==> src/rtl/sarc_pkg.sv <==
// shared types and codes for the seen address refresh cache
package sarc_pkg;

  localparam int unsigned ADDR_W  = 64;
  localparam int unsigned TIME_W  = 32;
  localparam int unsigned V4_W    = 32;
  localparam int unsigned OUT_W   = 3;

  localparam logic CMD_NOTE   = 1'b0;
  localparam logic CMD_FORGET = 1'b1;

  localparam logic [OUT_W-1:0] OUT_RECENT    = 3'd0;
  localparam logic [OUT_W-1:0] OUT_REFRESHED = 3'd1;
  localparam logic [OUT_W-1:0] OUT_NEW       = 3'd2;
  localparam logic [OUT_W-1:0] OUT_EVICTED   = 3'd3;
  localparam logic [OUT_W-1:0] OUT_CLEARED   = 3'd4;

  // search key and time of the transaction in progress
  typedef struct packed {
    logic              v6;
    logic [ADDR_W-1:0] hi;
    logic [ADDR_W-1:0] lo;
    logic [TIME_W-1:0] now;
  } key_t;

  // scan status handed from cell to cell
  typedef struct packed {
    logic              active;
    logic              hit;
    logic              recent;
    logic              have_oldest;
    logic [TIME_W-1:0] oldest_stamp;
  } scan_t;

  // entry write broadcast
  typedef struct packed {
    logic              en;
    logic              v6;
    logic [ADDR_W-1:0] hi;
    logic [ADDR_W-1:0] lo;
    logic [TIME_W-1:0] stamp;
  } wr_t;

endpackage

==> src/rtl/sarc_cell.sv <==
// one table entry with its stage of the search chain
module sarc_cell import sarc_pkg::*; #(
  parameter int unsigned IDX   = 0,
  parameter int unsigned IDX_W = 9,
  parameter int unsigned CNT_W = 10
) (
  input  logic              clk_i,
  input  logic              rst_ni,
  input  key_t              key_i,
  input  logic [TIME_W-1:0] half_i,
  input  logic [CNT_W-1:0]  used_i,
  input  wr_t               wr_i,
  input  logic [IDX_W-1:0]  wr_idx_i,
  input  scan_t             scan_i,
  input  logic [IDX_W-1:0]  oldest_idx_i,
  output scan_t             scan_o,
  output logic [IDX_W-1:0]  oldest_idx_o
);

  logic              v6_q;
  logic [ADDR_W-1:0] hi_q;
  logic [ADDR_W-1:0] lo_q;
  logic [TIME_W-1:0] stamp_q;

  scan_t             scan_d, scan_q;
  logic [IDX_W-1:0]  oldest_idx_d, oldest_idx_q;

  logic              in_use;
  logic              match;
  logic              recent;
  logic              refresh;
  logic [TIME_W-1:0] age;

  assign in_use  = CNT_W'(IDX) < used_i;
  assign match   = scan_i.active && in_use && !scan_i.hit && (v6_q == key_i.v6)
                   && (hi_q == key_i.hi) && (lo_q == key_i.lo);
  assign age     = key_i.now - stamp_q;
  assign recent  = (key_i.now < stamp_q) || (age < half_i);
  assign refresh = match && !recent;

  always_comb begin
    scan_d       = scan_i;
    oldest_idx_d = oldest_idx_i;
    if (match) begin
      scan_d.hit    = 1'b1;
      scan_d.recent = recent;
    end else if (scan_i.active && in_use && !scan_i.hit &&
                 (!scan_i.have_oldest || stamp_q < scan_i.oldest_stamp)) begin
      scan_d.have_oldest  = 1'b1;
      scan_d.oldest_stamp = stamp_q;
      oldest_idx_d        = IDX_W'(IDX);
    end
  end

  always_ff @(posedge clk_i or negedge rst_ni) begin
    if (!rst_ni) begin
      scan_q <= '0;
    end else begin
      scan_q <= scan_d;
    end
  end

  always_ff @(posedge clk_i) begin
    oldest_idx_q <= oldest_idx_d;
    if (wr_i.en && wr_idx_i == IDX_W'(IDX)) begin
      v6_q    <= wr_i.v6;
      hi_q    <= wr_i.hi;
      lo_q    <= wr_i.lo;
      stamp_q <= wr_i.stamp;
    end else if (refresh) begin
      stamp_q <= key_i.now;
    end
  end

  assign scan_o       = scan_q;
  assign oldest_idx_o = oldest_idx_q;

endmodule

==> config.mk <==
export PLATFORM = sky130hd
export DESIGN_NAME = sarc_cell
export DESIGN_NICKNAME = d
export VERILOG_FILES = /design/src/rtl/sarc_pkg.sv /design/src/rtl/sarc_cell.sv
export SDC_FILE = /design/constraint.sdc
export NUM_CORES = 1
export LEC_CHECK = 0
export BUFFER_PORTS_ARGS = -buffer_cell sky130_fd_sc_hd__buf_2
export CAP_MARGIN = 20
export CORE_AREA = 2 2 181 183
export CTS_BUF_LIST = sky130_fd_sc_hd__clkbuf_8
export CTS_CLUSTER_DIAMETER = 60
export DETAILED_ROUTE_END_ITERATION = 8
export DIE_AREA = 0 0 183 185
export HOLD_SLACK_MARGIN = 0.12
export PLACE_DENSITY = 0.69
export SYNTH_ARGS = -nofsm -noshare
export SYNTH_HDL_FRONTEND = slang
export SYNTH_SLANG_ARGS = --single-unit
==> constraint.sdc <==
create_clock -name clk_i -period 8.45 [get_ports clk_i]
set_input_delay 0.4225 -clock clk_i [delete_from_list [all_inputs] [get_ports clk_i]]
set_output_delay 0.4225 -clock clk_i [all_outputs]
set_load 0.01 [all_outputs]
After elaboration in Yosys (flattened, before gate mapping)
Cells that the tools add are included.
Widths: inputs -> output; s select.
{ "op_classes": {"magnitude_cmp": 4, "addsub": 1, "eq_ne": 3, "mux": 7, "n_reduce_logical": 15} }
{ "op_table": {"columns": ["op", "count"], "rows": [
  ["$eq 64x64->1", 2],
  ["$lt 32x32->1", 3],
  ["$mux 33", 2],
  ["$mux 32", 2],
  ["$sub 32x32->32", 1],
  ["$mux 9", 2],
  ["$lt 1x10->1 const A", 1],
  ["$logic_not 9->1", 1],
  ["$logic_and 1x1->1", 8],
  ["$logic_not 1->1", 3],
  ["$logic_or 1x1->1", 2],
  ["$mux 2", 1],
  ["$reduce_bool 2->1", 1],
  ["$eq 1x1->1", 1]
]} }
{ "word_totals": {"word_cells": 40, "ff_bits": 206, "input_bits": 421} }

Depth between registers and ports, before layout
{ "depth": {"depth_word": 9, "mapped_depth": 19, "ltp_nobuf": 19} }

Worst setup path before layout
No wires, ideal clock.
{ "synth_path": {"kind": "input to register", "startpoint": "input port key_i[0] (netlist name)", "endpoint": "register stamp_q[0], enable pin", "path_slack_ps": 2341, "arrival_ps": 5644, "cell_stages": 19, "cell_sequence": "inv_1 > ha_1 > fa_1 > nor2b_1 > o2111a_1 > o311a_1 > o21a_1 > o21ai_0 > a21boi_0 > mux2i_1 > o2111ai_1 > ha_1 > a21oi_1 > o21ai_0 > a31oi_1 > o211ai_1 > or4b_2 > nand4_1 > o21ai_0"} }
{ "synth_between": {"elab_chain_len": 6} }
{ "synth_lines": {"columns": ["element", "line_no", "rtl"], "rows": [
  ["start: declaration", "sarc_cell.sv:9", "input key_t key_i,"],
  ["$sub 32x32->32", "sarc_cell.sv:37", "assign age = key_i.now - stamp_q;"],
  ["$lt 32x32->1", "sarc_cell.sv:38", "assign recent = (key_i.now < stamp_q) || (age < half_i);"],
  ["$logic_or 1x1->1 (*)", "sarc_cell.sv:38", null],
  ["$logic_not 1->1 (*)", "sarc_cell.sv:39", "assign refresh = match && !recent;"],
  ["$logic_and 1x1->1 (*)", "sarc_cell.sv:39", null],
  ["$reduce_bool 2->1 (no source line) (*)", null, null],
  ["end signal: assignment", "sarc_cell.sv:69", "stamp_q <= wr_i.stamp;"],
  ["end signal: assignment", "sarc_cell.sv:71", "stamp_q <= key_i.now;"],
  ["end: declaration", "sarc_cell.sv:23", "logic [TIME_W-1:0] stamp_q;"]
]} }
Every way passes the cells marked *; elsewhere a longest branch is shown, timed or not.
A chain may end at the register's enable or synchronous reset.

Final worst setup path
{ "layout_path": {"startpoint": "register stamp_q[9]", "endpoint": "register stamp_q[19], enable pin"} }
{ "layout_between": {"elab_chain_len": 6} }
{ "layout_lines": {"columns": ["element", "line_no"], "rows": [
  ["$sub 32x32->32", "sarc_cell.sv:37"],
  ["$lt 32x32->1", "sarc_cell.sv:38"],
  ["$logic_or 1x1->1 (*)", "sarc_cell.sv:38"],
  ["$logic_not 1->1 (*)", "sarc_cell.sv:39"],
  ["$logic_and 1x1->1 (*)", "sarc_cell.sv:39"],
  ["$reduce_bool 2->1 (no source line) (*)", null]
]} }
Marks and branches as above.

==> run summary <==
#FFs+latches synth: 206
Worst-skew pair later-pin latency: 540 ps
Leakage: 8.066 nW
Post-Syn Nets: 1526
Dominant cell by count in the synthesized netlist: edfxtp_1
Dpl ws: 3115 ps
Syn Area/Cell: 11.42 µm²
Post-CTS Setup Bufs: 0
Worst R2R Path Depth: 19
Pre-antenna DRT Iters: 8
Crit-path cells: inv_1, ha_1, and3_1, a221o_1, a21o_1, o2111ai_1, nand4_1, a21boi_0, o21ai_0, xor2_1, ha_1, nor3_1, o21ai_0, a31oi_1, o211ai_1, or4b_2, nand4_1, o21ai_4, buf_16
Synth Cell Area: 0.01153 mm²
Critical R2R Capture: stamp_q[19]
Resized cells post-CTS: 0
Critical Path End Type: flop
Die X: 183 µm
RSZ-0062 raised after global routing: no
Detailed Route WL: 41.03 mm
CP Depth: 19
CTS tree: built
Crit path required time: 8720 ps
Worst Hold Class: in2reg
Initial cell density of the core: 36.00%
P per Cell Area: 151.4 mW/mm²
Seq/Total Area, Yosys: 51.29%
Largest cells by area after synthesis: edfxtp_1 (42%), ha_1 (10%), xor2_1 (10%)
Fin crit share: 60.57%
Remaining routing DRC violations: 0
Die Y: 185 µm
CP max stage cell: or4b_2
WS Path Type: reg2reg
Crit path largest cell delay: 660 ps
Clk buf depth: 3
Synth warnings: 0
Hold slack: 170.5 ps
IO buf count: 465
Share of post-route cells with drive strength above 1: 31.42%
Nets@finish: 2177
Largest net degree at the start of global routing: 91
Synth cell types: 58
Main synth FF type: edfxtp_1
CP bufs+invs: 2
Global Route Usage Sum: 22.92%
Final ANT Viol Nets: 0
Initial antenna violation count: 8
Max cap viols: 0
Routed len/inst: 19.44 µm
Final core utilization: 52.02%
Core area: 0.03204 mm²
Final setup vio count: 0
Area leader, netlist: edfxtp_1
Setup Skew: 25.03 ps
Hold_sp: scan_i[34]
P&R area growth vs syn: 44.52%
Yosys top cell area share: 41.92%
Global-route wire length before repair: 58.24 mm
Maximum clock rate: 195.4 MHz
Status: completed
Critical path's top delay family: compound AO/OA/AOI/OAI gates
FILL cells: 2788
Row Count: 66
Synth async-reset ratio: 17.48%
Max Transition Viols Final: 0
Vias per std cell: 4.943
Grt ovf: 0
Worst-path clk slew: 60 ps
Post-DP HPWL: 30.14 mm
Via count: 10430
Worst hold stages: 2
H-tree Lvls: 2
Reg2Reg Setup Slack: 3330 ps
Sum Neg Setup Slack: 0 ps
Post-CTS Hold Fix Bufs: 153
Reg-to-reg startpoint: stamp_q[9]
Root Driver: clkbuf_8
Endpoints failing hold: 0
Worst-path fanout max: 23
Worst Path Arrival: 5390 ps
Vias in the first global route: 10750
Max-Slew Margin vs Limit: 33.62%
CTS Sinks: 206
Starting DRT DRC Count: 545
Final Critical Period: 5118 ps
Die area: 0.03386 mm²
Gpl congestion: 0.8756
WHS Endpoint: scan_o[34]
Critical path origin: stamp_q[9]
Post-synth top cells: edfxtp_1 (161), xor2_1 (133), inv_1 (108), nand2_1 (108), ha_1 (94)
Ports: 466
Design area: 0.01667 mm²
Synth Instances: 1010
Crit path launch type: flop
Post-Place Cell Area: 0.01430 mm²
Worst-Margin Slew: 995.7 ps
CTS buffer count: 39
Number of enable flip-flop cells after synthesis: 161
Worst VDD drop: 0.1360 mV
Final setup margin: 3332 ps
-- final cells by class --
cell class	count	area [µm²]	share of cell area, %
flip-flops and latches	206	5916	35.49
multi-input cells	683	5112	30.67
repair buffers	622	3909	23.45
clock buffers	44	605.6	3.633
well taps	408	510.5	3.063
inverters	109	414.1	2.485
clock inverters	26	171.4	1.028
diodes	12	30.03	0.1802
-- power by group --
part           internal [mW]  total (mW)  switching, mW
Sequential              1.11        1.11        0.00453
Combinational          0.214       0.406          0.192
Clock                  0.541        1.00          0.463
Total                   1.86        2.52          0.660
-- sequential cells by signal, indices dropped and copies added (netlist names) --
register,flops
oldest_idx_o,9
lo_q,64
v6_q,1
scan_o,36
hi_q,64
stamp_q,32
-- metrics by stage --
stage          total power, mW  std cells
2_1_floorplan            1.301       1010
3_3_place_gp             1.467       1874
3_5_place_dp             1.475       1874
4_1_cts                  2.532       2097
5_1_grt                  2.628       2104
6_report                 2.524       2110
-- worst register-to-register path, delay by kind of cell, from the launching register on --
family / cells / cell delay, ps
compound gates: 9 / 2010
xor+xnor: 1 / 160
fa+ha+maj: 2 / 480
buf+inv: 2 / 330
flops: 1 / 400
simple gates: 5 / 1470
-- cell usage in the layout, fill, tap and decap left out, types with 4 or more instances in the layout --
master           n
buf_2          465
edfxtp_1       161
dlygate4sd3_1  153
xor2_1         133
inv_1          119
nand2_1        108
ha_1            94
clkbuf_8        44
nor2_1          36
nor4_1          36
dfrtp_1         36
a21o_1          35
mux2i_1         32
a21oi_1         31
o21ai_0         21
nand4_1         20
xnor2_1         17
o21a_1          14
nand3_1         13
diode_2         12
a31oi_1          9
and2_1           9
dfxtp_1          9
nor3_1           8
clkinv_1         6
nor2b_1          5
a211o_1          4
or3_1            4
o2111ai_1        4
a21boi_0         4
a211oi_1         4
-- routing by layer --
layer	vias up	track usage (%)	routed length, µm
met1	4874	26.75	15800
met3	111	5.623	3144
li1	4919	-	-
met5	-	0	34
met2	521	39.89	20430
met4	4	10.40	1625
-- cell families (layout without fill, tap and decap cells) --
group,Yosys count,in the layout,synth area share [%]
compound gates,149,149,8.787
other cells,0,12,0
fa+ha+maj,95,95,10.37
flops,206,206,51.29
simple gates,256,256,10.79
mux,33,33,2.875
buf+inv,121,801,4.491
xor+xnor,150,150,11.39
-- worst max path at each step --
stage	end
floorplan	stamp_q[0]
global placement	stamp_q[0]
detailed placement	stamp_q[0]
CTS	stamp_q[15]
global route	stamp_q[16]
finish	stamp_q[19]
Power figures use the tool's default switching activity.
